[src/rtl/u8d_pkg.sv]
// Shared definitions for the UTF-8 stream decoder: byte class codes,
// range limits and the queue entry type.
// No dependencies.
package u8d_pkg;

  // Default number of entries in the queue between the front and the back end.
  localparam int QUEUE_DEPTH_DEF = 4;

  // Byte class codes produced by the front end.
  localparam logic [2:0] CLS_ASCII = 3'd0;
  localparam logic [2:0] CLS_LEAD2 = 3'd1;
  localparam logic [2:0] CLS_LEAD3 = 3'd2;
  localparam logic [2:0] CLS_LEAD4 = 3'd3;
  localparam logic [2:0] CLS_CONT  = 3'd4;
  localparam logic [2:0] CLS_BAD   = 3'd5;

  // Lead byte ranges.
  localparam logic [7:0] LEAD2_LO = 8'hC2;
  localparam logic [7:0] LEAD2_HI = 8'hDF;
  localparam logic [7:0] LEAD3_LO = 8'hE0;
  localparam logic [7:0] LEAD3_HI = 8'hEF;
  localparam logic [7:0] LEAD4_LO = 8'hF0;
  localparam logic [7:0] LEAD4_HI = 8'hF4;

  // Continuation byte marker: top two bits are 10.
  localparam logic [7:0] CONT_MASK = 8'hC0;
  localparam logic [7:0] CONT_TAG  = 8'h80;

  // Limits on the first continuation byte after special lead bytes.
  localparam logic [7:0] LEAD_E0   = 8'hE0;
  localparam logic [7:0] LEAD_ED   = 8'hED;
  localparam logic [7:0] LEAD_F0   = 8'hF0;
  localparam logic [7:0] LEAD_F4   = 8'hF4;
  localparam logic [7:0] E0_MIN    = 8'hA0;
  localparam logic [7:0] ED_MAX    = 8'h9F;
  localparam logic [7:0] F0_MIN    = 8'h90;
  localparam logic [7:0] F4_MAX    = 8'h8F;

  // Largest scalar value and the surrogate range.
  localparam logic [20:0] CP_MAX    = 21'h10FFFF;
  localparam logic [20:0] SURR_LO   = 21'h00D800;
  localparam logic [20:0] SURR_HI   = 21'h00DFFF;

  // One classified byte as it travels through the queue.
  typedef struct packed {
    logic [7:0] data;
    logic       last;
    logic [2:0] cls;
  } u8d_item_t;

endpackage

[src/rtl/u8d_front.sv]
// Front end of the UTF-8 stream decoder: takes input transfers and
// classifies each byte. Depends on u8d_pkg.
module u8d_front
  import u8d_pkg::*;
(
  input  logic       in_valid,
  output logic       in_stall,
  input  logic [7:0] in_data_byte,
  input  logic       in_last_byte,
  input  logic       q_full,
  output logic       q_push,
  output u8d_item_t  q_item
);

  logic [2:0] cls;

  // Sort the byte into ASCII, lead byte of a given length, continuation or invalid.
  always_comb begin
    if (!in_data_byte[7]) begin
      cls = CLS_ASCII;
    end else if ((in_data_byte & CONT_MASK) == CONT_TAG) begin
      cls = CLS_CONT;
    end else if (in_data_byte inside {[LEAD2_LO:LEAD2_HI]}) begin
      cls = CLS_LEAD2;
    end else if (in_data_byte inside {[LEAD3_LO:LEAD3_HI]}) begin
      cls = CLS_LEAD3;
    end else if (in_data_byte inside {[LEAD4_LO:LEAD4_HI]}) begin
      cls = CLS_LEAD4;
    end else begin
      cls = CLS_BAD;
    end
  end

  // A transfer happens whenever a byte is offered and the queue has room.
  assign in_stall     = q_full;
  assign q_push       = in_valid && !q_full;
  assign q_item.data  = in_data_byte;
  assign q_item.last  = in_last_byte;
  assign q_item.cls   = cls;

endmodule

[src/rtl/u8d_queue.sv]
// Short first-in first-out queue of classified bytes between the front
// and the back end. Depends on u8d_pkg.
module u8d_queue
  import u8d_pkg::*;
#(
  parameter int DEPTH = QUEUE_DEPTH_DEF
) (
  input  logic      clk,
  input  logic      rst_n,
  input  logic      push,
  input  u8d_item_t push_item,
  output logic      full,
  input  logic      pop,
  output logic      not_empty,
  output u8d_item_t head_item
);

  localparam int PTR_W = (DEPTH > 1) ? $clog2(DEPTH) : 1;
  localparam int CNT_W = $clog2(DEPTH + 1);

  u8d_item_t  mem_r [DEPTH];
  logic [PTR_W-1:0] wr_ptr_r, wr_ptr_nxt;
  logic [PTR_W-1:0] rd_ptr_r, rd_ptr_nxt;
  logic [CNT_W-1:0] count_r, count_nxt;

  assign full      = (count_r == CNT_W'(DEPTH));
  assign not_empty = (count_r != '0);
  assign head_item = mem_r[rd_ptr_r];

  // Pointer and fill count updates, with wrap at the queue depth.
  always_comb begin
    wr_ptr_nxt = wr_ptr_r;
    rd_ptr_nxt = rd_ptr_r;
    count_nxt  = count_r;
    if (push) begin
      wr_ptr_nxt = (wr_ptr_r == PTR_W'(DEPTH - 1)) ? '0 : wr_ptr_r + 1'b1;
    end
    if (pop) begin
      rd_ptr_nxt = (rd_ptr_r == PTR_W'(DEPTH - 1)) ? '0 : rd_ptr_r + 1'b1;
    end
    if (push && !pop) begin
      count_nxt = count_r + 1'b1;
    end else if (pop && !push) begin
      count_nxt = count_r - 1'b1;
    end
  end

  always_ff @(posedge clk) begin
    if (!rst_n) begin
      wr_ptr_r <= '0;
      rd_ptr_r <= '0;
      count_r  <= '0;
    end else begin
      wr_ptr_r <= wr_ptr_nxt;
      rd_ptr_r <= rd_ptr_nxt;
      count_r  <= count_nxt;
    end
  end

  // Entry storage needs no reset.
  always_ff @(posedge clk) begin
    if (push) begin
      mem_r[wr_ptr_r] <= push_item;
    end
  end

endmodule

[src/rtl/u8d_back.sv]
// Back end of the UTF-8 stream decoder: runs the sequence state, assembles
// code points and holds the result register. Depends on u8d_pkg.
module u8d_back
  import u8d_pkg::*;
(
  input  logic        clk,
  input  logic        rst_n,
  input  logic        q_not_empty,
  input  u8d_item_t   q_head,
  output logic        q_pop,
  output logic        out_valid,
  input  logic        out_stall,
  output logic [20:0] out_codepoint,
  output logic        out_has_codepoint,
  output logic        out_text_done,
  output logic        out_text_valid
);

  logic [1:0]  owed_r, owed_nxt;
  logic [7:0]  lead_r, lead_nxt;
  logic        second_r, second_nxt;
  logic [20:0] asm_r, asm_nxt;
  logic        failed_r, failed_nxt;

  logic        out_valid_r;
  logic [20:0] cp_r;
  logic        has_cp_r, done_r, text_ok_r;

  logic        cp_hit;
  logic [20:0] cp_val;
  logic        range_bad;
  logic        emit;
  logic [7:0]  b;

  assign b = q_head.data;

  // Take the next byte when the result register is free or being drained.
  assign q_pop = q_not_empty && (!out_valid_r || !out_stall);

  // Overlong, surrogate and too-large checks on the first continuation byte.
  assign range_bad = ((lead_r == LEAD_E0) && (b < E0_MIN)) ||
                     ((lead_r == LEAD_ED) && (b > ED_MAX)) ||
                     ((lead_r == LEAD_F0) && (b < F0_MIN)) ||
                     ((lead_r == LEAD_F4) && (b > F4_MAX));

  // Sequence state update for one byte.
  always_comb begin
    owed_nxt   = owed_r;
    lead_nxt   = lead_r;
    second_nxt = second_r;
    asm_nxt    = asm_r;
    failed_nxt = failed_r;
    cp_hit     = 1'b0;
    cp_val     = '0;
    if (!failed_r) begin
      if (owed_r == 2'd0) begin
        case (q_head.cls)
          CLS_ASCII: begin
            cp_hit = 1'b1;
            cp_val = {13'd0, b};
          end
          CLS_LEAD2: begin
            owed_nxt   = 2'd1;
            asm_nxt    = {16'd0, b[4:0]};
            lead_nxt   = b;
            second_nxt = 1'b1;
          end
          CLS_LEAD3: begin
            owed_nxt   = 2'd2;
            asm_nxt    = {17'd0, b[3:0]};
            lead_nxt   = b;
            second_nxt = 1'b1;
          end
          CLS_LEAD4: begin
            owed_nxt   = 2'd3;
            asm_nxt    = {18'd0, b[2:0]};
            lead_nxt   = b;
            second_nxt = 1'b1;
          end
          default: begin
            failed_nxt = 1'b1;
          end
        endcase
      end else if ((q_head.cls != CLS_CONT) || (second_r && range_bad)) begin
        failed_nxt = 1'b1;
        owed_nxt   = 2'd0;
        second_nxt = 1'b0;
      end else begin
        second_nxt = 1'b0;
        asm_nxt    = {asm_r[14:0], b[5:0]};
        owed_nxt   = owed_r - 2'd1;
        if (owed_r == 2'd1) begin
          cp_hit = 1'b1;
          cp_val = {asm_r[14:0], b[5:0]};
        end
      end
    end
    // A text that ends with bytes still owed is truncated.
    if (q_head.last) begin
      if (owed_nxt != 2'd0) begin
        failed_nxt = 1'b1;
      end
    end
  end

  assign emit = cp_hit || q_head.last;

  // Sequence state registers; the last byte of a text clears them.
  always_ff @(posedge clk) begin
    if (!rst_n) begin
      owed_r   <= '0;
      lead_r   <= '0;
      second_r <= 1'b0;
      asm_r    <= '0;
      failed_r <= 1'b0;
    end else if (q_pop) begin
      if (q_head.last) begin
        owed_r   <= '0;
        lead_r   <= '0;
        second_r <= 1'b0;
        asm_r    <= '0;
        failed_r <= 1'b0;
      end else begin
        owed_r   <= owed_nxt;
        lead_r   <= lead_nxt;
        second_r <= second_nxt;
        asm_r    <= asm_nxt;
        failed_r <= failed_nxt;
      end
    end
  end

  // Result valid flag: loaded on each consumed byte, dropped after a transfer.
  always_ff @(posedge clk) begin
    if (!rst_n) begin
      out_valid_r <= 1'b0;
    end else if (q_pop) begin
      out_valid_r <= emit;
    end else if (!out_stall) begin
      out_valid_r <= 1'b0;
    end
  end

  // Result payload.
  always_ff @(posedge clk) begin
    if (q_pop) begin
      cp_r      <= cp_val;
      has_cp_r  <= cp_hit;
      done_r    <= q_head.last;
      text_ok_r <= q_head.last && !failed_nxt;
    end
  end

  assign out_valid         = out_valid_r;
  assign out_codepoint     = cp_r;
  assign out_has_codepoint = has_cp_r;
  assign out_text_done     = done_r;
  assign out_text_valid    = text_ok_r;

endmodule

[src/rtl/utf8_stream_decoder.sv]
// Top level of the strict UTF-8 stream decoder and validator.
// Depends on u8d_pkg, u8d_front, u8d_queue and u8d_back.

// The decoder takes one byte per clock and sustains one byte per cycle in
// both directions when the result side does not stall. A byte enters a
// queue of QUEUE_DEPTH entries at the edge where it is transferred. Its
// result, if any, is loaded into the output register when the back end
// takes the byte from the head of the queue. A result is produced when a
// code point completes and always on the byte flagged as last, which
// carries the verdict for the whole text. After an error no code points
// are produced until the end of the text. The input stalls only when the
// queue is full.
module utf8_stream_decoder
  import u8d_pkg::*;
#(
  parameter int QUEUE_DEPTH = QUEUE_DEPTH_DEF
) (
  input  logic        clk,
  input  logic        rst_n,
  input  logic        in_valid,
  output logic        in_stall,
  input  logic [7:0]  in_data_byte,
  input  logic        in_last_byte,
  output logic        out_valid,
  input  logic        out_stall,
  output logic [20:0] out_codepoint,
  output logic        out_has_codepoint,
  output logic        out_text_done,
  output logic        out_text_valid
);

  logic      q_push, q_full, q_pop, q_not_empty;
  u8d_item_t q_in, q_head;

  // Byte classification and input transfer.
  u8d_front u_front (
    .in_valid     (in_valid),
    .in_stall     (in_stall),
    .in_data_byte (in_data_byte),
    .in_last_byte (in_last_byte),
    .q_full       (q_full),
    .q_push       (q_push),
    .q_item       (q_in)
  );

  // Decoupling queue.
  u8d_queue #(
    .DEPTH (QUEUE_DEPTH)
  ) u_queue (
    .clk       (clk),
    .rst_n     (rst_n),
    .push      (q_push),
    .push_item (q_in),
    .full      (q_full),
    .pop       (q_pop),
    .not_empty (q_not_empty),
    .head_item (q_head)
  );

  // Sequence decoding and result register.
  u8d_back u_back (
    .clk               (clk),
    .rst_n             (rst_n),
    .q_not_empty       (q_not_empty),
    .q_head            (q_head),
    .q_pop             (q_pop),
    .out_valid         (out_valid),
    .out_stall         (out_stall),
    .out_codepoint     (out_codepoint),
    .out_has_codepoint (out_has_codepoint),
    .out_text_done     (out_text_done),
    .out_text_valid    (out_text_valid)
  );

endmodule

[config.mk]
export PLATFORM = sky130hd
export DESIGN_NAME = utf8_stream_decoder
export DESIGN_NICKNAME = d
export VERILOG_FILES = /design/src/rtl/u8d_pkg.sv /design/src/rtl/u8d_front.sv /design/src/rtl/u8d_queue.sv /design/src/rtl/u8d_back.sv /design/src/rtl/utf8_stream_decoder.sv
export SDC_FILE = /design/constraint.sdc
export NUM_CORES = 1
export LEC_CHECK = 0
export ABC_AREA = 0
export BUFFER_PORTS_ARGS = -buffer_cell sky130_fd_sc_hd__buf_2
export CAP_MARGIN = 20
export CORE_UTILIZATION = 30
export CTS_CLUSTER_DIAMETER = 120
export DETAILED_ROUTE_END_ITERATION = 16
export PLACE_DENSITY_LB_ADDON = 0.3
export SYNTH_ARGS = -nofsm -noshare
export SYNTH_HDL_FRONTEND = slang
export SYNTH_SLANG_ARGS = --single-unit
[constraint.sdc]
create_clock -name clk -period 3.2 [get_ports clk]
set_clock_uncertainty 0.1 [all_clocks]
set_input_delay 0.32 -clock clk [delete_from_list [all_inputs] [get_ports clk]]
set_output_delay 0.32 -clock clk [all_outputs]
set_load 0.005 [all_outputs]
==> metrics.txt, run 1 <==
# TYPE chip_impl_metric gauge
chip_impl_metric{name="number_of_global_route_vias_before_repair",unit=""} 2670
chip_impl_metric{name="regToRegSetupSlack",unit="ps"} 340
chip_impl_metric{name="numPortBuffers",unit=""} 38
chip_impl_metric{name="wl",unit="um"} 8800
chip_impl_metric{name="cp_data_required_time",unit="ps"} 3390
chip_impl_metric{name="fin_crit",unit="ps"} 2860
chip_impl_metric{name="place.detailed.hpwl",unit="um"} 6210
chip_impl_info{name="ys_top_cells_by_area",value="sky130_fd_sc_hd__edfxtp_1 (47%), sky130_fd_sc_hd__dfxtp_1 (16%), sky130_fd_sc_hd__mux4_2 (5.4%)"} 1
chip_impl_metric{name="grt_usage",unit=""} 0.120
chip_impl_metric{name="drc",unit=""} 3
chip_impl_metric{name="timing.slew.headroom",unit=""} 0.542
chip_impl_metric{name="synth_fp_nets",unit=""} 343
chip_impl_metric{name="place.gp.congestion",unit=""} 0.741
chip_impl_metric{name="design.die.area",unit="mm^2"} 0.0158
chip_impl_metric{name="post_layout_nets",unit=""} 387
chip_impl_metric{name="dpl_worst_slack",unit="ps"} 211
chip_impl_info{name="violated_checks",value="design-rule violations"} 1
chip_impl_metric{name="die_w",unit="um"} 126
chip_impl_metric{name="detailroute.via_count",unit=""} 2662
chip_impl_metric{name="timing.final.max_slew_violations",unit=""} 0
chip_impl_metric{name="floorplan.initialDensity",unit=""} 0.312
chip_impl_metric{name="multi_input_combinational_cell_area",unit="mm^2"} 0.00157
chip_impl_metric{name="finalSetupViolCount",unit=""} 0
chip_impl_info{name="category_of_the_worst_setup_path_launch_point",value="register"} 1
chip_impl_metric{name="avgSynthCellArea",unit="um^2"} 14.3
chip_impl_info{name="yosys_most_used_dff",value="sky130_fd_sc_hd__edfxtp_1"} 1
chip_impl_metric{name="top_level_ports",unit=""} 39
chip_impl_metric{name="number_of_clock_sinks_seen_by_cts",unit=""} 109
chip_impl_metric{name="initial_antenna_violation_count",unit=""} 0
chip_impl_metric{name="global_route.overflow_total",unit=""} 0
chip_impl_metric{name="hold_viol_final",unit=""} 0
chip_impl_metric{name="routedWlPerCell",unit="um"} 15.9
chip_impl_metric{name="max-clock-path-buffers",unit=""} 2
chip_impl_info{name="tritoncts",value="done"} 1
chip_impl_info{name="worstHoldStart",value="in_last_byte"} 1
chip_impl_metric{name="hold-path-cell-count",unit=""} 1
chip_impl_metric{name="ff_latch_area",unit="mm^2"} 0.00290
chip_impl_metric{name="floorplan.core_area",unit="mm^2"} 0.0147
chip_impl_metric{name="leakage_component_of_the_power",unit="nW"} 1.90
chip_impl_metric{name="yosys_register_bits",unit=""} 109
chip_impl_info{name="reg2reg_to",value="u_back.asm_r[13]$_SDFFE_PN0P_"} 1
chip_impl_metric{name="worst-r2r-cell-count",unit=""} 6
chip_impl_metric{name="post_cts_clock_slew_at_the_launch_and_capture_registers_of_the_worst_setup_and_hold_paths",unit="ps"} 80
chip_impl_info{name="critical-path-slowest-cell",value="sky130_fd_sc_hd__mux4_2"} 1
chip_impl_metric{name="cp.arrival",unit="ps"} 3050
chip_impl_metric{name="postCtsSetupBuffers",unit=""} 0
chip_impl_metric{name="max-vdd-ir-drop",unit="V"} 0.000406
chip_impl_info{name="hold_path_class",value="primary input to register"} 1
chip_impl_info{name="cts_root_buffer_type",value="sky130_fd_sc_hd__clkbuf_16"} 1
chip_impl_metric{name="final.setup.tns",unit="ps"} 0
chip_impl_metric{name="share_of_layout_cells_above_drive_strength_1",unit=""} 0.241
chip_impl_metric{name="route.detailed.vias_per_inst",unit=""} 4.81
chip_impl_metric{name="syn_area",unit="mm^2"} 0.00459
chip_impl_metric{name="cpPeakStageDelay",unit="ps"} 650
chip_impl_metric{name="first_iter_violations",unit=""} 124
chip_impl_metric{name="synth.yosys.warnings",unit=""} 0
chip_impl_metric{name="synth_largest_type_area_fraction",unit=""} 0.471
chip_impl_metric{name="synth_cell_type_count",unit=""} 61
chip_impl_info{name="timing_worst_setup_path_type",value="register to register"} 1
chip_impl_metric{name="area.growth.synth_to_final",unit="%"} 15.6
chip_impl_metric{name="floorplan.rows",unit=""} 44
chip_impl_metric{name="clock.fmax",unit="MHz"} 350
chip_impl_metric{name="post_route_ant_nets",unit=""} 0
chip_impl_metric{name="timing_worst_slew_pin_value",unit="ps"} 687
chip_impl_metric{name="global_route_wire_length_before_repair",unit="um"} 14400
chip_impl_metric{name="grt_start_max_net_pins",unit=""} 23
chip_impl_metric{name="timing.max_cap.violations",unit=""} 0
chip_impl_metric{name="asyncSetResetFlopFracSynth",unit=""} 0
chip_impl_metric{name="number_of_synthesized_flops_with_an_enable_pin",unit=""} 72
chip_impl_info{name="synth_top_area_cell",value="sky130_fd_sc_hd__edfxtp_1"} 1
chip_impl_info{name="run_status",value="complete, but fails checks"} 1
chip_impl_metric{name="fin_ws",unit="ps"} 342
chip_impl_metric{name="post_cts_resized",unit=""} 0
chip_impl_metric{name="synth_sequential_area_ratio",unit=""} 0.633
chip_impl_info{name="grt_setup_unrepaired",value="false"} 1
chip_impl_metric{name="layout_worst_path_cycle_share",unit=""} 0.893
chip_impl_metric{name="num-fill-cells",unit=""} 1412
chip_impl_metric{name="critical_path_fanouts_max",unit=""} 10
chip_impl_metric{name="cts_hold_buf",unit=""} 0
chip_impl_metric{name="cts_made_buffers",unit=""} 9
chip_impl_metric{name="power_per_cell_area",unit="mW/mm^2"} 909
chip_impl_metric{name="synthesis.instances",unit=""} 321
chip_impl_metric{name="insertedDiodeCount",unit=""} 0
chip_impl_metric{name="dr.pass1.iters",unit=""} 10
chip_impl_metric{name="cts_max_level",unit=""} 3
chip_impl_info{name="worst_hold_path.endpoint",value="u_queue.mem_r[0][3]$_DFFE_PP_"} 1
chip_impl_metric{name="chipHeight",unit="um"} 126
chip_impl_metric{name="final.hold.worst_slack",unit="ps"} 85.7
chip_impl_info{name="crit_path_cell_trace",value="mux4_2 -> nor2_1 -> nand3_4 -> a211oi_4 -> and3_1 -> a22o_1"} 1
chip_impl_metric{name="report.power.total",unit="mW"} 4.82
chip_impl_info{name="crit_path_end_kind",value="register"} 1
chip_impl_metric{name="clock_latency",unit="ps"} 360
worst max-delay path, delay by kind of cell (launching register included):
| family | cells | cell delay [ps] |
|---|---|---|
| AO/OA/AOI/OAI | 2 | 610 |
| flip-flops | 1 | 600 |
| multiplexers | 1 | 650 |
| AND/OR/NAND/NOR | 3 | 830 |
cell usage in the layout, fill, tap and decap left out, drive strengths merged, types with 2 or more instances in the layout:
cell	n
nand2	16
a22o	15
and2	19
buf	47
o21ai	6
o21a	2
edfxtp	72
inv	15
nor4	2
mux2i	12
nor3	4
nand2b	5
nand3	3
a32o	3
clkbuf	9
nor2b	26
or3	3
ha	8
nand4	3
a21boi	5
clkinv	3
a21oi	7
a211oi	2
nor2	9
mux4	11
dfxtp	37
report_power, final:
| group | switching [mW] | internal, mW | total, mW |
|---|---|---|---|
| combinational | 0.962 | 0.707 | 1.67 |
| sequential | 0.174 | 1.88 | 2.06 |
| clock | 0.543 | 0.549 | 1.09 |
| total | 1.68 | 3.14 | 4.82 |
state kept, by name (all words and copies together) (netlist names), named ones only:
| register | flops |
|---|---|
| u_back.out_text_valid | 1 |
| u_back.out_valid | 1 |
| u_queue.count_r | 3 |
| u_queue.wr_ptr_r | 2 |
| u_back.failed_r | 1 |
| u_back.second_r | 1 |
| u_back.out_codepoint | 21 |
| u_back.out_text_done | 1 |
| u_queue.mem_r | 48 |
| u_back.out_has_codepoint | 1 |
| u_back.asm_r | 15 |
| u_back.lead_r | 8 |
| u_back.owed_r | 2 |
| u_queue.rd_ptr_r | 2 |
logic make-up after synthesis:
| kind of cell | share of synthesized area |
|---|---|
| flip-flops | 0.633 |
| AND/OR/NAND/NOR | 0.126 |
| AO/OA/AOI/OAI | 0.103 |
| buffers and inverters | 0.0248 |
| multiplexers | 0.0827 |
| adder cells (fa/ha/maj) | 0.0262 |
| XOR/XNOR | 0.00382 |
synthesized netlist by cell type, types with 5 or more instances:
| cell | number |
|---|---|
| sky130_fd_sc_hd__mux4_2 | 11 |
| sky130_fd_sc_hd__o21ai_0 | 5 |
| sky130_fd_sc_hd__a21oi_1 | 6 |
| sky130_fd_sc_hd__ha_1 | 8 |
| sky130_fd_sc_hd__nor2b_1 | 26 |
| sky130_fd_sc_hd__edfxtp_1 | 72 |
| sky130_fd_sc_hd__inv_1 | 10 |
| sky130_fd_sc_hd__nand2_1 | 16 |
| sky130_fd_sc_hd__nand2b_1 | 5 |
| sky130_fd_sc_hd__a22o_1 | 15 |
| sky130_fd_sc_hd__clkbuf_1 | 7 |
| sky130_fd_sc_hd__nor2_1 | 8 |
| sky130_fd_sc_hd__and2_1 | 19 |
| sky130_fd_sc_hd__mux2i_1 | 12 |
| sky130_fd_sc_hd__dfxtp_1 | 37 |
layout make-up:
type                    instances  area share
inverters                      12     0.00850
multi-input cells             186       0.296
repair buffers                 47      0.0486
clock inverters                 7      0.0130
well taps                     184      0.0434
flip-flops and latches        109       0.548
clock buffers                   9      0.0425
metal layers:
metal	track usage	vias up	routed length, um	share of wire
li1	-	1287	-	-
met1	0.152	1314	4150	0.47
met2	0.197	52	4170	0.47
met3	0.0319	9	362	0.041
met4	0.0488	0	119	0.014
met5	0	-	0	0
worst max path at each step:
| stage | to | slack (ps) | cells past startpoint |
|---|---|---|---|
| 2_1_floorplan | u_back.asm_r[4]$_SDFFE_PN0P_ | 730 | 7 |
| 3_3_place_gp | u_back.out_codepoint[2]$_SDFFCE_PP0P_ | 240 | 6 |
| 3_5_place_dp | u_back.out_codepoint[1]$_SDFFCE_PP0P_ | 210 | 6 |
| 4_1_cts | u_back.out_codepoint[4]$_SDFFCE_PP0P_ | 140 | 6 |
| 5_1_grt | u_back.asm_r[9]$_SDFFE_PN0P_ | 120 | 6 |
| 6_report | u_back.asm_r[13]$_SDFFE_PN0P_ | 340 | 6 |
per-stage QoR:
step / area, um^2 / utilization / instances
global placement: 4990 / 0.339 / 536
finish: 5300 / 0.360 / 554
detailed placement: 4990 / 0.339 / 536
floorplan: 4590 / - / 321
global route: 5300 / 0.360 / 554
CTS: 5280 / 0.359 / 552
Power figures use the tool's default switching activity.
==> run 2, diff against run 1 <==
--- a/config.mk
+++ b/config.mk
@@ -14,4 +14,5 @@
 export PLACE_DENSITY_LB_ADDON = 0.3
 export SYNTH_ARGS = -nofsm -noshare
 export SYNTH_HDL_FRONTEND = slang
+export SYNTH_HIERARCHICAL = 1
 export SYNTH_SLANG_ARGS = --single-unit
==> metrics.txt, run 2 <==
# TYPE chip_impl_metric gauge
chip_impl_metric{name="numPortBuffers",unit=""} 38
chip_impl_metric{name="post_cts_clock_slew_at_the_launch_and_capture_registers_of_the_worst_setup_and_hold_paths",unit="ps"} 70
chip_impl_metric{name="design.die.area",unit="mm^2"} 0.0162
chip_impl_metric{name="synth_fp_nets",unit=""} 375
chip_impl_metric{name="routedWlPerCell",unit="um"} 13.9
chip_impl_metric{name="post_layout_nets",unit=""} 413
chip_impl_metric{name="max-clock-path-buffers",unit=""} 2
chip_impl_info{name="synth_common_cells",value="sky130_fd_sc_hd__edfxtp_1 (72), sky130_fd_sc_hd__nand2_1 (38), sky130_fd_sc_hd__dfxtp_1 (37)"} 1
chip_impl_metric{name="syn_area",unit="mm^2"} 0.00470
chip_impl_metric{name="met2_wirelength",unit="um"} 4200
chip_impl_info{name="synth.most_common_cell",value="sky130_fd_sc_hd__edfxtp_1"} 1
chip_impl_metric{name="leakage_component_of_the_power",unit="nW"} 2.02
chip_impl_metric{name="insertedDiodeCount",unit=""} 0
chip_impl_metric{name="hold_viol_final",unit=""} 0
chip_impl_info{name="hold_path_class",value="primary input to register"} 1
chip_impl_metric{name="timing.slew.headroom",unit=""} 0.534
chip_impl_metric{name="clock_latency",unit="ps"} 350
chip_impl_info{name="grt_setup_unrepaired",value="false"} 1
chip_impl_metric{name="chipHeight",unit="um"} 127
chip_impl_info{name="tritoncts",value="done"} 1
chip_impl_metric{name="grt_usage",unit=""} 0.114
chip_impl_metric{name="fin_crit",unit="ps"} 2840
chip_impl_info{name="run_status",value="finished, final reports clean"} 1
chip_impl_metric{name="number_of_clock_sinks_seen_by_cts",unit=""} 109
chip_impl_metric{name="max-vdd-ir-drop",unit="V"} 0.000355
chip_impl_info{name="layout_commonest_cell",value="sky130_fd_sc_hd__edfxtp_1"} 1
chip_impl_metric{name="timing.final.max_slew_violations",unit=""} 0
chip_impl_info{name="ys_top_cells_by_area",value="sky130_fd_sc_hd__edfxtp_1 (46%), sky130_fd_sc_hd__dfxtp_1 (16%), sky130_fd_sc_hd__mux2i_1 (6.2%)"} 1
chip_impl_metric{name="clock.fmax",unit="MHz"} 352
chip_impl_metric{name="timing.max_cap.violations",unit=""} 0
chip_impl_metric{name="route.detailed.vias_per_inst",unit=""} 4.50
chip_impl_metric{name="grt_start_max_net_pins",unit=""} 31
chip_impl_metric{name="global_route.overflow_total",unit=""} 0
chip_impl_info{name="timing_worst_setup_path_type",value="register to register"} 1
chip_impl_metric{name="postCtsSetupBuffers",unit=""} 0
chip_impl_metric{name="floorplan.initialDensity",unit=""} 0.308
chip_impl_metric{name="dr.pass1.iters",unit=""} 4
chip_impl_metric{name="cts_made_buffers",unit=""} 9
chip_impl_metric{name="synth_cell_type_count",unit=""} 54
chip_impl_info{name="synth_top_area_cell",value="sky130_fd_sc_hd__edfxtp_1"} 1
chip_impl_metric{name="wl",unit="um"} 8470
chip_impl_metric{name="largest_reg_flops",unit=""} 48
chip_impl_metric{name="number_of_synthesized_flops_with_an_enable_pin",unit=""} 72
chip_impl_metric{name="global_route_wire_length_before_repair",unit="um"} 13800
chip_impl_metric{name="place.detailed.hpwl",unit="um"} 5990
chip_impl_metric{name="cpPeakStageDelay",unit="ps"} 610
chip_impl_metric{name="yosys_register_bits",unit=""} 109
chip_impl_metric{name="share_of_layout_cells_above_drive_strength_1",unit=""} 0.202
chip_impl_metric{name="power_per_cell_area",unit="mW/mm^2"} 906
chip_impl_metric{name="post_cts_resized",unit=""} 0
chip_impl_info{name="top_register",value="u_queue/mem_r"} 1
chip_impl_metric{name="asyncSetResetFlopFracSynth",unit=""} 0
chip_impl_info{name="cts_root_buffer_type",value="sky130_fd_sc_hd__clkbuf_16"} 1
chip_impl_info{name="critical-path-slowest-cell",value="sky130_fd_sc_hd__dfxtp_1"} 1
chip_impl_metric{name="place.gp.congestion",unit=""} 0.773
chip_impl_metric{name="critical_path_fanouts_max",unit=""} 13
chip_impl_metric{name="wl_met3",unit="um"} 389
chip_impl_metric{name="synthesis.instances",unit=""} 353
chip_impl_info{name="critical-path-top-delay-family",value="simple AND/OR/NAND/NOR gates"} 1
chip_impl_metric{name="layout_worst_path_cycle_share",unit=""} 0.889
chip_impl_metric{name="critical_path_buf_inv_count",unit=""} 0
chip_impl_metric{name="die_w",unit="um"} 127
chip_impl_metric{name="area.growth.synth_to_final",unit="%"} 14.2
chip_impl_metric{name="floorplan.core_area",unit="mm^2"} 0.0153
chip_impl_metric{name="synth_sequential_area_ratio",unit=""} 0.618
chip_impl_info{name="crit_path_cell_trace",value="mux4_2 -> a211oi_1 -> o21ai_0 -> nand4_1 -> nor2b_1 -> and2_1"} 1
chip_impl_metric{name="drc",unit=""} 0
chip_impl_metric{name="top_level_ports",unit=""} 39
chip_impl_info{name="crit_path_end_kind",value="register"} 1
chip_impl_info{name="layout_common_cells",value="sky130_fd_sc_hd__edfxtp_1 (72), sky130_fd_sc_hd__buf_2 (38), sky130_fd_sc_hd__nand2_1 (38)"} 1
chip_impl_info{name="category_of_the_worst_setup_path_launch_point",value="register"} 1
chip_impl_metric{name="cp_data_required_time",unit="ps"} 3320
chip_impl_metric{name="avgSynthCellArea",unit="um^2"} 13.3
chip_impl_metric{name="post_route_ant_nets",unit=""} 0
chip_impl_metric{name="final.hold.worst_slack",unit="ps"} 82.1
chip_impl_metric{name="timing_worst_slew_pin_value",unit="ps"} 699
chip_impl_metric{name="finalSetupViolCount",unit=""} 0
chip_impl_metric{name="cts_max_level",unit=""} 3
chip_impl_metric{name="synth.yosys.warnings",unit=""} 6
chip_impl_metric{name="final.setup.tns",unit="ps"} 0
chip_impl_metric{name="synth_largest_type_area_fraction",unit=""} 0.460
chip_impl_metric{name="detailroute.via_count",unit=""} 2729
chip_impl_info{name="yosys_most_used_dff",value="sky130_fd_sc_hd__edfxtp_1"} 1
chip_impl_metric{name="cp.arrival",unit="ps"} 2960
chip_impl_metric{name="initial_antenna_violation_count",unit=""} 0
chip_impl_info{name="top_layer_used",value="met4"} 1
chip_impl_metric{name="floorplan.rows",unit=""} 45
chip_impl_metric{name="routed_length_on_met1",unit="um"} 3710
chip_impl_metric{name="fin_ws",unit="ps"} 356
chip_impl_metric{name="cts_hold_buf",unit=""} 0
chip_impl_metric{name="dpl_worst_slack",unit="ps"} 309
chip_impl_metric{name="number_of_global_route_vias_before_repair",unit=""} 2793
chip_impl_metric{name="first_iter_violations",unit=""} 133
run 2: changes by cell type in the layout (fill, tap and decap cells not counted), moves of 3 or more:
cell	change
sky130_fd_sc_hd__a22o_1	-15
sky130_fd_sc_hd__inv_1	+3
sky130_fd_sc_hd__a31oi_1	+3
sky130_fd_sc_hd__a32o_1	-3
sky130_fd_sc_hd__nor3_1	+3
sky130_fd_sc_hd__mux2i_1	+17
sky130_fd_sc_hd__nor2_1	+7
sky130_fd_sc_hd__nand2_1	+22
sky130_fd_sc_hd__nor2b_1	-4
run 2: cells by family (layout without fill, tap and decap cells):
group	after synthesis	after routing	share of synthesized area
and+or+nand+nor	123	123	0.137
DFF	109	109	0.618
muxes	41	41	0.121
buffers and inverters	35	78	0.0413
AOI/OAI and AO/OA	34	34	0.0538
adders and majority gates	9	9	0.0256
xor gates and xnor gates	2	2	0.00373
run 2: path summary, 6_finish.rpt:
path	start	end	slack, ps	cells past startpoint
setup / recovery	register	u_back/out_codepoint[20]$_SDFFCE_PP0P_	360	6
hold / removal	in_last_byte	u_queue/mem_r[0][3]$_DFFE_PP_	80	1
setup reg to reg	register	u_back/out_codepoint[20]$_SDFFCE_PP0P_	360	6
hold reg to reg	u_back/asm_r[12]$_SDFFE_PN0P_	u_back/asm_r[12]$_SDFFE_PN0P_	360	2
run 2: per-stage QoR:
stage	cell area, um^2	utilization	power (mW)	instances
2_1_floorplan	4700	-	3.36	353
3_3_place_gp	5090	0.334	3.86	591
3_5_place_dp	5090	0.334	3.89	591
4_1_cts	5370	0.352	4.93	607
5_1_grt	5370	0.352	5.19	607
6_report	5370	0.352	4.86	607
run 2: cell type report:
cell class	instances	area, um^2
fill	1486	9890
sequential	109	2900
multi-input combinational	209	1600
timing repair buffer	49	273
tap	211	264
clock buffer	10	229
inverter	13	48.8
clock inverter	6	47.5
run 2: worst reg2reg max path: stages, from the launching register on:
cell	delay, ps
sky130_fd_sc_hd__dfxtp_1	610
sky130_fd_sc_hd__mux4_2	620
sky130_fd_sc_hd__a211oi_1	260
sky130_fd_sc_hd__o21ai_0	140
sky130_fd_sc_hd__nand4_1	210
sky130_fd_sc_hd__nor2b_1	540
sky130_fd_sc_hd__and2_1	220
run 2: power by group:
| part | total, mW | internal (mW) | switching, mW |
|---|---|---|---|
| logic | 1.75 | 0.799 | 0.948 |
| clock network | 1.03 | 0.535 | 0.499 |
| registers | 2.08 | 1.89 | 0.189 |
| total | 4.86 | 3.23 | 1.64 |
run 2: routing by layer:
layer,vias up,global-route usage
li1,1339,-
met1,1311,0.129
met2,67,0.196
met3,12,0.0406
met4,0,0.0441
met5,-,0
==> run 3, diff against run 2 <==
--- a/config.mk
+++ b/config.mk
@@ -8,6 +8,7 @@
 export ABC_AREA = 0
 export BUFFER_PORTS_ARGS = -buffer_cell sky130_fd_sc_hd__buf_2
 export CAP_MARGIN = 20
+export CORE_MARGIN = 5
 export CORE_UTILIZATION = 30
 export CTS_CLUSTER_DIAMETER = 120
 export DETAILED_ROUTE_END_ITERATION = 16
==> constraint.sdc (replaced) <==
create_clock -name clk -period 3.4 [get_ports clk]
set_clock_uncertainty 0.1 [all_clocks]
set_input_delay 0.34 -clock clk [delete_from_list [all_inputs] [get_ports clk]]
set_output_delay 0.34 -clock clk [all_outputs]
set_load 0.005 [all_outputs]
==> metrics.txt, run 3 (synthesis gave the netlist of run 2 again) <==
# TYPE chip_impl_metric gauge
chip_impl_info{name="run_status",value="finished, final reports clean"} 1
chip_impl_metric{name="area.growth.synth_to_final",unit="%"} 13.7
chip_impl_metric{name="finish.cell_count_without_fillers",unit=""} 606
chip_impl_metric{name="post_layout_nets",unit=""} 412
chip_impl_metric{name="drc",unit=""} 0
chip_impl_metric{name="dr.pass1.iters",unit=""} 4
chip_impl_metric{name="timing_worst_slew_pin_value",unit="ps"} 664
chip_impl_metric{name="post_route_ant_nets",unit=""} 0
chip_impl_metric{name="initial_antenna_violation_count",unit=""} 0
chip_impl_metric{name="cp_data_required_time",unit="ps"} 3520
chip_impl_info{name="layout_common_cells",value="sky130_fd_sc_hd__edfxtp_1 (72), sky130_fd_sc_hd__buf_2 (38), sky130_fd_sc_hd__nand2_1 (38)"} 1
chip_impl_metric{name="placedCellCount",unit=""} 590
chip_impl_metric{name="critical_path_fanouts_max",unit=""} 8
chip_impl_info{name="grt_setup_unrepaired",value="false"} 1
chip_impl_metric{name="cts_made_buffers",unit=""} 9
chip_impl_info{name="worst_hold_path.endpoint",value="u_queue/mem_r[0][3]$_DFFE_PP_"} 1
chip_impl_metric{name="layout_worst_path_cycle_share",unit=""} 0.849
chip_impl_metric{name="power_per_cell_area",unit="mW/mm^2"} 847
chip_impl_metric{name="floorplan.rows",unit=""} 45
chip_impl_info{name="layout_commonest_cell",value="sky130_fd_sc_hd__edfxtp_1"} 1
chip_impl_info{name="category_of_the_worst_setup_path_launch_point",value="register"} 1
chip_impl_metric{name="first_iter_violations",unit=""} 113
chip_impl_metric{name="hold-path-cell-count",unit=""} 1
chip_impl_info{name="cts_root_buffer_type",value="sky130_fd_sc_hd__clkbuf_16"} 1
chip_impl_metric{name="post_cts_resized",unit=""} 0
chip_impl_metric{name="max-vdd-ir-drop",unit="V"} 0.000337
chip_impl_info{name="timing_worst_setup_path_type",value="register to register"} 1
chip_impl_info{name="tritoncts",value="done"} 1
chip_impl_metric{name="grt_usage",unit=""} 0.102
chip_impl_metric{name="die_w",unit="um"} 135
chip_impl_metric{name="num-fill-cells",unit=""} 1499
chip_impl_metric{name="finalSetupViolCount",unit=""} 0
chip_impl_metric{name="number_of_clock_sinks_seen_by_cts",unit=""} 109
chip_impl_metric{name="timing.final.max_slew_violations",unit=""} 0
chip_impl_metric{name="insertedDiodeCount",unit=""} 0
chip_impl_metric{name="regToRegSetupSlack",unit="ps"} 510
chip_impl_metric{name="timing.slew.headroom",unit=""} 0.557
chip_impl_metric{name="timing.max_cap.violations",unit=""} 0
chip_impl_metric{name="worst-r2r-cell-count",unit=""} 7
chip_impl_metric{name="chipHeight",unit="um"} 135
chip_impl_metric{name="floorplan.core_area",unit="mm^2"} 0.0153
chip_impl_metric{name="max-clock-path-buffers",unit=""} 2
chip_impl_metric{name="share_of_layout_cells_above_drive_strength_1",unit=""} 0.195
chip_impl_metric{name="place.gp.congestion",unit=""} 0.785
chip_impl_metric{name="clock.fmax",unit="MHz"} 346
chip_impl_metric{name="wl",unit="um"} 8660
chip_impl_metric{name="grt_start_max_net_pins",unit=""} 31
chip_impl_info{name="reg2reg_to",value="u_back/lead_r[0]$_SDFFE_PN0P_"} 1
chip_impl_metric{name="hold_viol_final",unit=""} 0
chip_impl_metric{name="cts_max_level",unit=""} 3
chip_impl_info{name="hold_path_class",value="primary input to register"} 1
chip_impl_metric{name="final_core_utilization",unit=""} 0.350
chip_impl_metric{name="leakage_component_of_the_power",unit="nW"} 2.00
chip_impl_metric{name="fin_crit",unit="ps"} 2890
chip_impl_metric{name="place.detailed.hpwl",unit="um"} 5980
chip_impl_metric{name="cp.arrival",unit="ps"} 3010
chip_impl_metric{name="design.die.area",unit="mm^2"} 0.0183
chip_impl_metric{name="clock_latency",unit="ps"} 340
chip_impl_metric{name="global_route_wire_length_before_repair",unit="um"} 14600
chip_impl_metric{name="floorplan.initialDensity",unit=""} 0.308
chip_impl_metric{name="postCtsSetupBuffers",unit=""} 0
chip_impl_metric{name="routedWlPerCell",unit="um"} 14.3
chip_impl_metric{name="global_route.overflow_total",unit=""} 0
chip_impl_info{name="worstHoldStart",value="in_last_byte"} 1
chip_impl_info{name="top_register",value="u_queue/mem_r"} 1
chip_impl_metric{name="numPortBuffers",unit=""} 38
chip_impl_metric{name="top_level_ports",unit=""} 39
chip_impl_metric{name="post_cts_clock_slew_at_the_launch_and_capture_registers_of_the_worst_setup_and_hold_paths",unit="ps"} 70
chip_impl_metric{name="cts_hold_buf",unit=""} 0
chip_impl_metric{name="largest_reg_flops",unit=""} 48
chip_impl_info{name="crit_path_end_kind",value="register"} 1
chip_impl_metric{name="number_of_global_route_vias_before_repair",unit=""} 2775
chip_impl_metric{name="route.detailed.vias_per_inst",unit=""} 4.53
chip_impl_metric{name="detailroute.via_count",unit=""} 2746
chip_impl_metric{name="final.setup.tns",unit="ps"} 0
## run 3: cell type report
cell class,count,area [um^2],area share
sequential,109,2900,0.543
inverter,13,48.8,0.00914
clock inverter,6,30.0,0.00562
multi-input combinational,209,1600,0.300
timing repair buffer,48,265,0.0497
clock buffer,10,229,0.0429
tap,211,264,0.0494
## run 3: through the flow
stage	setup slack [ps]	hold slack, ps	total power [mW]	instance area, um^2
global route	257	112	4.84	5340
CTS	468	105	4.59	5340
finish	513	120	4.52	5340
detailed placement	478	347	3.66	5080
global placement	510	341	3.63	5080
floorplan	561	333	3.16	4700
## run 3: how the worst max path moves through the flow
stage,startpoint,end,slack [ps],depth (start not counted)
after floorplan,u_queue/count_r[1]$_SDFFE_PN0P_,u_queue/count_r[2]$_SDFFE_PN0P_,560,10
after global placement,register,u_back/lead_r[4]$_SDFFE_PN0P_,510,7
after detailed placement,register,u_back/lead_r[3]$_SDFFE_PN0P_,480,7
after CTS,register,u_back/lead_r[3]$_SDFFE_PN0P_,470,7
after global routing,register,u_back/lead_r[5]$_SDFFE_PN0P_,260,7
final,register,u_back/lead_r[0]$_SDFFE_PN0P_,510,7
## run 3: report_power, final
part	switching, mW	leakage, nW	internal (mW)
sequential	0.178	0.987	1.78
clock	0.434	0.127	0.488
combinational	0.903	0.891	0.738
total	1.51	2.00	3.01
## run 3: worst max-delay path, cell delays in order (launching register included)
cell	delay, ps
sky130_fd_sc_hd__dfxtp_1	580
sky130_fd_sc_hd__buf_4	270
sky130_fd_sc_hd__mux4_2	590
sky130_fd_sc_hd__nor2b_1	170
sky130_fd_sc_hd__or3b_4	400
sky130_fd_sc_hd__a21oi_4	360
sky130_fd_sc_hd__mux2i_1	230
sky130_fd_sc_hd__nor2_1	50
## run 3: metal layers
metal | wire length [um] | global-route usage | vias to the layer above
met4 | 113 | 0.0302 | 0
met3 | 374 | 0.0279 | 10
li1 | - | - | 1334
met5 | 0 | 0 | -
met2 | 4160 | 0.165 | 52
met1 | 4010 | 0.134 | 1350
